<file path="src/hw/rtl/tsc_pkg.sv">
// Shared widths, register codes and item types of the rest length slew controller.
`default_nettype none

package tsc_pkg;

	localparam int FRAC_BITS  = 16;
	localparam int DATA_WIDTH = 32;
	localparam int VW         = DATA_WIDTH - 1;
	localparam int PW         = 2 * VW - FRAC_BITS;
	localparam int LIM_SPLIT  = PW / 2;
	localparam int LW         = PW + VW - FRAC_BITS;
	localparam int IDX_W      = 3;
	localparam int PIPE_DEPTH = 12;
	localparam int CNT_W      = $clog2(PIPE_DEPTH + 1);
	localparam int S_TDATA_W  = ((3 * VW + DATA_WIDTH + 7) / 8) * 8;
	localparam int M_TDATA_W  = ((3 * VW + 7) / 8) * 8;

	localparam logic [VW-1:0] VMAX = '1;

	localparam logic [VW-1:0] RST_STIFFNESS         = VW'(65536);
	localparam logic [VW-1:0] RST_INV_STIFFNESS     = VW'(65536);
	localparam logic [VW-1:0] RST_STEP_TIME         = VW'(655);
	localparam logic [VW-1:0] RST_INV_STEP_TIME     = VW'(6553600);
	localparam logic [VW-1:0] RST_TARGET_VELOCITY   = VW'(65536);
	localparam logic [VW-1:0] RST_MAX_ACCELERATION  = VW'(65536);
	localparam logic [VW-1:0] RST_MIN_ACTUAL_LENGTH = VW'(0);
	localparam logic [VW-1:0] RST_MIN_REST_LENGTH   = VW'(0);

	typedef enum logic [IDX_W-1:0] {
		REG_STIFFNESS         = 3'd0,
		REG_INV_STIFFNESS     = 3'd1,
		REG_STEP_TIME         = 3'd2,
		REG_INV_STEP_TIME     = 3'd3,
		REG_TARGET_VELOCITY   = 3'd4,
		REG_MAX_ACCELERATION  = 3'd5,
		REG_MIN_ACTUAL_LENGTH = 3'd6,
		REG_MIN_REST_LENGTH   = 3'd7
	} reg_idx_t;

	typedef struct packed {
		logic [VW-1:0] stiffness;
		logic [VW-1:0] inv_stiffness;
		logic [VW-1:0] inv_step_time;
		logic [VW-1:0] target_velocity;
		logic [VW-1:0] min_actual_length;
		logic [VW-1:0] min_rest_length;
		logic [PW-1:0] step;
		logic [PW-1:0] dv;
		logic [LW-1:0] lim;
	} cfg_t;

	typedef struct packed {
		logic [VW-1:0]                target_tension;
		logic [VW-1:0]                measured_length;
		logic [VW-1:0]                present_rest_length;
		logic signed [DATA_WIDTH-1:0] last_velocity;
	} item_t;

	typedef struct packed {
		logic [VW-1:0]                rest;
		logic signed [DATA_WIDTH-1:0] vel;
		logic                         len_gt;
		logic [VW-1:0]                ten;
		logic [VW-1:0]                pref;
	} mid_t;

	typedef struct packed {
		logic [VW-1:0] new_rest_length;
		logic          applied;
		logic [VW-1:0] tension_now;
		logic [VW-1:0] preferred_length;
	} res_t;

endpackage

`default_nettype wire

</file>
<file path="src/hw/rtl/tsc_slew.sv">
// Stages seven to twelve: velocity and acceleration limited move, apply check, result register.
`default_nettype none

module tsc_slew
	import tsc_pkg::*;
(
	input  wire logic  clk,
	input  wire logic  arst_n,
	input  wire cfg_t  cfg,
	input  wire logic  in_valid,
	output logic       in_ready,
	input  wire mid_t  in_mid,
	output logic       out_valid,
	input  wire logic  out_ready,
	output res_t       out_res
);

	localparam int E1W = DATA_WIDTH + 2;
	localparam int E2W = PW + 2;
	localparam int MW  = LW + 2;

	logic v_s7, v_s8, v_s9, v_s10, v_s11, v_s12;
	logic en_s7, en_s8, en_s9, en_s10, en_s11, en_s12;

	logic [VW-1:0] rest_s7, rest_s8, rest_s9, rest_s10, rest_s11;
	logic signed [DATA_WIDTH-1:0] vel_s7, vel_s8, vel_s9;
	logic lgt_s7, lgt_s8, lgt_s9;
	logic [VW-1:0] ten_s7, ten_s8, ten_s9, ten_s10, ten_s11, ten_s12;
	logic [VW-1:0] pref_s7, pref_s8, pref_s9, pref_s10, pref_s11, pref_s12;
	logic [VW-1:0] dmag_s7, dmag_s8, dmag_s9;
	logic dneg_s7, dneg_s8, dneg_s9;
	logic dzero_s7, dzero_s8, dzero_s9;
	logic [PW-1:0] q3_s8;
	logic big_s8, big_s9;
	logic signed [E1W-1:0] e1_s8;
	logic ca_s9;
	logic signed [E2W-1:0] e2_s9;
	logic [LW-1:0] dlm_s10;
	logic dln_s10;
	logic signed [MW-1:0] moved_s11;
	logic [VW-1:0] new_rest_s12;
	logic applied_s12;

	logic dpos;
	logic [2*VW-1:0] prod3;
	logic signed [E1W-1:0] tv_ext, sv_c, e1_c;
	logic [E1W-1:0] abs_e1;
	logic signed [E2W-1:0] q3x, velx, e2_c;
	logic [E2W-1:0] abs_e2;
	logic cb, allowed, applied_c;
	logic [LW-1:0] dlm_c;
	logic dln_c;
	logic signed [MW-1:0] moved_c, min_m, vmax_m;

	assign en_s12   = !v_s12 || out_ready;
	assign en_s11   = !v_s11 || en_s12;
	assign en_s10   = !v_s10 || en_s11;
	assign en_s9    = !v_s9 || en_s10;
	assign en_s8    = !v_s8 || en_s9;
	assign en_s7    = !v_s7 || en_s8;
	assign in_ready = en_s7;

	always_ff @(posedge clk or negedge arst_n) begin
		if (!arst_n) begin
			v_s7  <= 1'b0;
			v_s8  <= 1'b0;
			v_s9  <= 1'b0;
			v_s10 <= 1'b0;
			v_s11 <= 1'b0;
			v_s12 <= 1'b0;
		end else begin
			if (en_s7) v_s7 <= in_valid;
			if (en_s8) v_s8 <= v_s7;
			if (en_s9) v_s9 <= v_s8;
			if (en_s10) v_s10 <= v_s9;
			if (en_s11) v_s11 <= v_s10;
			if (en_s12) v_s12 <= v_s11;
		end
	end

	assign dpos = in_mid.pref >= in_mid.rest;

	always_ff @(posedge clk) begin
		if (en_s7) begin
			rest_s7  <= in_mid.rest;
			vel_s7   <= in_mid.vel;
			lgt_s7   <= in_mid.len_gt;
			ten_s7   <= in_mid.ten;
			pref_s7  <= in_mid.pref;
			dmag_s7  <= dpos ? in_mid.pref - in_mid.rest : in_mid.rest - in_mid.pref;
			dneg_s7  <= !dpos;
			dzero_s7 <= in_mid.pref == in_mid.rest;
		end
	end

	assign prod3  = (2*VW)'(dmag_s7) * (2*VW)'(cfg.inv_step_time);
	assign tv_ext = $signed(E1W'(cfg.target_velocity));
	assign sv_c   = dzero_s7 ? '0 : (dneg_s7 ? -tv_ext : tv_ext);
	assign e1_c   = sv_c - E1W'(vel_s7);

	always_ff @(posedge clk) begin
		if (en_s8) begin
			rest_s8  <= rest_s7;
			vel_s8   <= vel_s7;
			lgt_s8   <= lgt_s7;
			ten_s8   <= ten_s7;
			pref_s8  <= pref_s7;
			dmag_s8  <= dmag_s7;
			dneg_s8  <= dneg_s7;
			dzero_s8 <= dzero_s7;
			q3_s8    <= prod3[2*VW-1:FRAC_BITS];
			big_s8   <= PW'(dmag_s7) > cfg.step;
			e1_s8    <= e1_c;
		end
	end

	assign abs_e1 = e1_s8[E1W-1] ? E1W'(-e1_s8) : E1W'(e1_s8);
	assign q3x    = $signed(E2W'(q3_s8));
	assign velx   = E2W'(vel_s8);
	assign e2_c   = dneg_s8 ? (-q3x - velx) : (q3x - velx);

	always_ff @(posedge clk) begin
		if (en_s9) begin
			rest_s9  <= rest_s8;
			vel_s9   <= vel_s8;
			lgt_s9   <= lgt_s8;
			ten_s9   <= ten_s8;
			pref_s9  <= pref_s8;
			dmag_s9  <= dmag_s8;
			dneg_s9  <= dneg_s8;
			dzero_s9 <= dzero_s8;
			big_s9   <= big_s8;
			ca_s9    <= PW'(abs_e1) > cfg.dv;
			e2_s9    <= e2_c;
		end
	end

	assign abs_e2  = e2_s9[E2W-1] ? E2W'(-e2_s9) : E2W'(e2_s9);
	assign cb      = abs_e2 > E2W'(cfg.dv);
	assign allowed = lgt_s9 || (!dneg_s9 && !dzero_s9);

	// The move is kept as magnitude and direction until it meets the rest length.
	always_comb begin
		dlm_c = '0;
		dln_c = 1'b0;
		if (!allowed) begin
			dlm_c = '0;
			dln_c = 1'b0;
		end else if (big_s9) begin
			dlm_c = ca_s9 ? cfg.lim : LW'(cfg.step);
			dln_c = dneg_s9;
		end else if (cb) begin
			if (!dzero_s9) begin
				dlm_c = cfg.lim;
				dln_c = dneg_s9;
			end else begin
				// With no difference, the limited move opposes the last velocity.
				dlm_c = (vel_s9 == '0) ? '0 : cfg.lim;
				dln_c = !vel_s9[DATA_WIDTH-1];
			end
		end else begin
			dlm_c = LW'(dmag_s9);
			dln_c = dneg_s9;
		end
	end

	always_ff @(posedge clk) begin
		if (en_s10) begin
			rest_s10 <= rest_s9;
			ten_s10  <= ten_s9;
			pref_s10 <= pref_s9;
			dlm_s10  <= dlm_c;
			dln_s10  <= dln_c;
		end
	end

	assign moved_c = dln_s10 ? (MW'(rest_s10) - MW'(dlm_s10)) : (MW'(rest_s10) + MW'(dlm_s10));

	always_ff @(posedge clk) begin
		if (en_s11) begin
			rest_s11  <= rest_s10;
			ten_s11   <= ten_s10;
			pref_s11  <= pref_s10;
			moved_s11 <= moved_c;
		end
	end

	assign min_m     = $signed(MW'(cfg.min_rest_length));
	assign vmax_m    = $signed(MW'(VMAX));
	assign applied_c = moved_s11 >= min_m;

	always_ff @(posedge clk) begin
		if (en_s12) begin
			applied_s12  <= applied_c;
			new_rest_s12 <= !applied_c ? rest_s11
				: ((moved_s11 > vmax_m) ? VMAX : moved_s11[VW-1:0]);
			ten_s12      <= ten_s11;
			pref_s12     <= pref_s11;
		end
	end

	assign out_valid                = v_s12;
	assign out_res.new_rest_length  = new_rest_s12;
	assign out_res.applied          = applied_s12;
	assign out_res.tension_now      = ten_s12;
	assign out_res.preferred_length = pref_s12;

endmodule

`default_nettype wire

</file>
<file path="config.mk">
export PLATFORM = sky130hd
export DESIGN_NAME = tsc_slew
export DESIGN_NICKNAME = d
export VERILOG_FILES = /design/src/hw/rtl/tsc_pkg.sv /design/src/hw/rtl/tsc_slew.sv
export SDC_FILE = /design/constraint.sdc
export NUM_CORES = 2
export LEC_CHECK = 0
export ABC_AREA = 1
export BUFFER_PORTS_ARGS = -buffer_cell sky130_fd_sc_hd__buf_4
export CORE_AREA = 4 4 530 322
export DETAILED_ROUTE_END_ITERATION = 7
export DIE_AREA = 0 0 534 326
export PLACE_DENSITY_LB_ADDON = 0.1
export SLEW_MARGIN = 5
export SYNTH_ARGS = -nofsm -noshare
export SYNTH_HDL_FRONTEND = slang
export SYNTH_SLANG_ARGS = --single-unit
</file>
<file path="constraint.sdc">
create_clock -name clk -period 50.5 [get_ports clk]
set_input_delay 5.05 -clock clk [delete_from_list [all_inputs] [get_ports clk]]
set_output_delay 5.05 -clock clk [all_outputs]
set_load 0.005 [all_outputs]
</file>
# After elaboration in Yosys (flattened, before gate mapping)
# Index checks and enable logic that the tools add are counted.
# totals
output_inout_bits	96
ff_bits	1019
input_bits	469
word_cells	104
# classes
addsub	11
n_mul	1
n_lt_le_gt_ge	6
n_reduce_logical	19
n_mux	17
eq_ne	1
# ops
op	n
$mux W61	5
$mux W34	3
$mux W48	2
$mux W31	3
$ge A63 B32 Y1	1
$gt A63 B32 Y1 const B	1
$mux W63	1
$add A31 B61 Y62	1
$mul A31 B31 Y62	1
$sub A31 B31 Y31	2
$sub A31 B61 Y62	1
$gt A48 B46 Y1	1
$neg A46 Y48	1
$neg A48 Y48	1
$sub A47 B32 Y48	1
$sub A48 B32 Y48	1
$gt A31 B46 Y1	1
$gt A34 B46 Y1	1
$neg A31 Y34	1
$neg A34 Y34	1
$sub A34 B32 Y34	1
$logic_not A32 Y1	1
$eq A31 B31 Y1	1
$ge A31 B31 Y1	1
4 further kinds	21

# Depth between registers and ports, before layout
# logic_depth
word_depth	7
ltp_mapped	31
mapped_depth_nobuf	30

# Worst setup path after synthesis
# Ideal clock, no wire load.
# synth_path
kind	in2out
startpoint	input port out_ready
endpoint	output port in_ready
t_arrival_ns	21.394
path_stages	10
setup_slack_ns	24.056
required_time_ns	45.450
n_path_buf	0
path_cell_list	nor2_1 inv_1 nor2_1 inv_1 nor2_1 inv_1 nor2_1 inv_1 nor2_1 nand2_1
# synth_between
elab_chain_cells	6
# synth_rtl
element	line	rtl
start: declaration	tsc_slew.sv:14	input wire logic out_ready,
$logic_or A1 B1 Y1	tsc_slew.sv:55	assign en_s12 = !v_s12 || out_ready;
via en_s12	tsc_slew.sv:23	logic en_s7, en_s8, en_s9, en_s10, en_s11, en_s12;
$logic_or A1 B1 Y1	tsc_slew.sv:56	assign en_s11 = !v_s11 || en_s12;
via en_s11	tsc_slew.sv:23	
$logic_or A1 B1 Y1	tsc_slew.sv:57	assign en_s10 = !v_s10 || en_s11;
via en_s10	tsc_slew.sv:23	
$logic_or A1 B1 Y1	tsc_slew.sv:58	assign en_s9 = !v_s9 || en_s10;
via en_s9	tsc_slew.sv:23	
$logic_or A1 B1 Y1	tsc_slew.sv:59	assign en_s8 = !v_s8 || en_s9;
$logic_or A1 B1 Y1	tsc_slew.sv:60	assign en_s7 = !v_s7 || en_s8;
end: declaration	tsc_slew.sv:11	output logic in_ready,
# The timed path passes the listed nets, and every way through them passes these cells.

# Worst setup path in the final report
# Ends and elaborated chain as after synthesis.

==> impl_metrics.tcl <==
set metrics [dict create \
    status "complete, no violations" \
    finalCritPeriodShare 0.277 \
    synth_cell_type_count 72 \
    post_cts_buffers 0 \
    relSlewSlack 0.193 \
    arrival_ps 8930 \
    tns_ps 0 \
    gp_congestion 0.993 \
    cts.repair.resized 0 \
    ios 565 \
    clk_path_buf_depth 3 \
    cp_max_fo 100 \
    met2WireLength_um 125000 \
    slew_violations 0 \
    drt-total-wl_um 303000 \
    start_util 0.548 \
    wl_per_cell_um 23.1 \
    grt-ovfl-total 0 \
    die-area_um2 174000 \
    portBuffers 471 \
    drt-pass1-iter-count 8 \
    vias 73427 \
    yosys_warnings 0 \
    crit_type "in2out" \
    final_util 0.602 \
    cts_tree "built" \
    numClockSinks 1019 \
    maxCapViolCount 0 \
    netlist_instances 10443 \
    cp_cell_sequence "buf_4, nor2_1, inv_4, nor2_1, inv_6, nor2_1, inv_6, nor2_1, inv_8, nor2_1, nand2_4, buf_4" \
    grt_usage 0.346 \
    whs_path_depth 0 \
    avgSynthCellArea_um2 8.70 \
    root_buffer "clkbuf_16" \
    skew_ps 81.7 \
    vias_per_cell 5.61 \
    syn_area_um2 90800 \
    reg2reg_to "q3_s8[33]" \
    synthToLayoutAreaGrowth_pct 9.86 \
    tightest_slew_ps 1200 \
    grt_max_degree 116 \
    h-tree-depth 3 \
    r2r_slack_ps 42190 \
    netlist_top_cells_area "edfxtp_1 (33%), fa_1 (19%), inv_1 (10%)" \
    numCtsBuffers 94 \
    cp_top_family "buffers and inverters" \
    synth_top_area_cell "edfxtp_1" \
    r2r-start "dmag_s7[15]" \
    cp_num_buf_inv 6 \
    dr.first_iter.drc_count 8699 \
    synthFlopType "edfxtp_1" \
    slowest_stage "inv_6" \
    fmax_mhz 71.6 \
    hp-start "dmag_s8[6]" \
    min_to "dmag_s9[6]" \
    crit_path_start_kind "primary input" \
    drive_above_1_share 0.0686 \
    route.detailed.drc 0 \
    antenna_found_initial 19 \
    synth_edf_count 1013 \
    async_flop_share 0.00589 \
    grt_pass1_wl_um 454000 \
    rows 116 \
    cts-hold-fix-buffers 0 \
    die-height_um 326 \
    hold_viol_final 0 \
    max_stage_delay_ps 710 \
    core_area_um2 166000 \
    crit_path_frequent_cell "nor2_1" \
    dp_hpwl_um 242000 \
    cts.clk_slew.worst_paths_ps 70 \
    fin_crit_ps 13980 \
    ant_nets 0 \
    hp-class "reg2reg" \
    worst-r2r-cell-count 24 \
    die_x_um 534 \
    final_nets 12771 \
    wl_met1_um 132000 \
    synth_seq_cells 1019 \
    netlist.area_leader.share 0.335 \
    setup_violations 0 \
    synth_nets 12447 \
    cp-end-kind "primary output" \
    rsz0062_at_grt "no" \
    routed.top_layer "met5" \
    cp.required_ps 45450 \
    grt_pass1_vias 72535 \
    wl_met3_um 34800 \
    clock_latency_ps 730 \
    synth-seq-area-share 0.337 \
]
## layout make-up
type | count | area, um2
multi-input combinational | 6605 | 49600
sequential | 1019 | 30600
timing repair buffer | 532 | 3990
tap | 2242 | 2810
clock inverter | 61 | 838
antenna | 9 | 22.5
fill | 14456 | 66100
inverter | 2515 | 9470
clock buffer | 113 | 2440
## cell families after synthesis
kind of cell	synth area share
xor gates and xnor gates	0.0260
muxes	0.00112
AOI/OAI and AO/OA	0.0919
adders and majority gates	0.281
buffers and inverters	0.117
and+or+nand+nor	0.146
DFF	0.337
## layer usage
layer	vias up	GRT usage
li1	33471	-
met1	35353	0.524
met2	4069	0.496
met3	532	0.0767
met4	2	0.101
met5	-	0
## cell usage after synthesis (all sizes together), types with 5 or more instances
master      n
inv      2512
nand2    1999
edfxtp   1013
fa        843
a21oi     757
nor2      735
ha        692
o21ai     511
clkbuf    273
nand3     229
xor2      205
nor3      106
a31oi      80
nor4       75
nand4      66
xnor2      65
o21a       39
buf        31
o211ai     24
a21boi     22
o21bai     21
a21o       18
a211oi     14
and3       14
o31ai      12
or2        12
mux2i       9
o221ai      9
dfrtp       6
nand3b      6
o2111ai     6
a31o        5
## layout by cell type (no fill, tap or decap), types with 7 or more instances in the layout
cell          n
fa_1        843
clkbuf_16    94
bufinv_16    12
or2_2         9
a31oi_1      80
nor2_4       12
o31ai_1      12
clkbuf_1     17
a21oi_1     755
o21ai_1      18
o21ai_0     491
nor2_1      716
clkinv_2     10
o211ai_1     24
and3_1       14
inv_1      2500
a211oi_1     14
nor2_2        7
xnor2_1      65
nand2_1    1994
inv_6         9
ha_1        692
o221ai_1      9
a21o_1       18
o21a_1       39
mux2i_1       9
nand3_1     227
clkinv_1     16
nor4_1       73
a21boi_0     20
xor2_1      205
clkinv_16     7
nand4_1      64
buf_4       532
edfxtp_1   1013
diode_2       9
o21bai_1     21
nor3_1      102
## metrics by stage
stage | area (um2) | instances | setup slack (ps) | hold WS, ps
after floorplan | 90800 | 10443 | 24060 | 400
after detailed placement | 96500 | 12913 | 36350 | 405
after CTS | 99800 | 13087 | 36340 | 382
final | 99800 | 13096 | 36520 | 384
after global placement | 96500 | 12913 | 36480 | 400
after global routing | 99800 | 13092 | 36080 | 393
## flip-flops by register name, indices dropped and copies added (netlist names), 32 cells and up
signal     cells
e1_s8         34
vel_s8        32
q3_s8         46
vel_s7        32
e2_s9         48
moved_s11     63
dlm_s10       61
vel_s9        32
## how the worst max path moves through the flow
stage | startpoint | end | cells after the start
global route | out_ready | in_ready | 12
detailed placement | out_ready | in_ready | 12
floorplan | out_ready | in_ready | 10
global placement | out_ready | in_ready | 12
finish | out_ready | in_ready | 12
CTS | out_ready | in_ready | 12
Power is left out: the tool's default activity adds up to more than one toggle a clock period on the data nets, which glitch-free logic cannot reach.
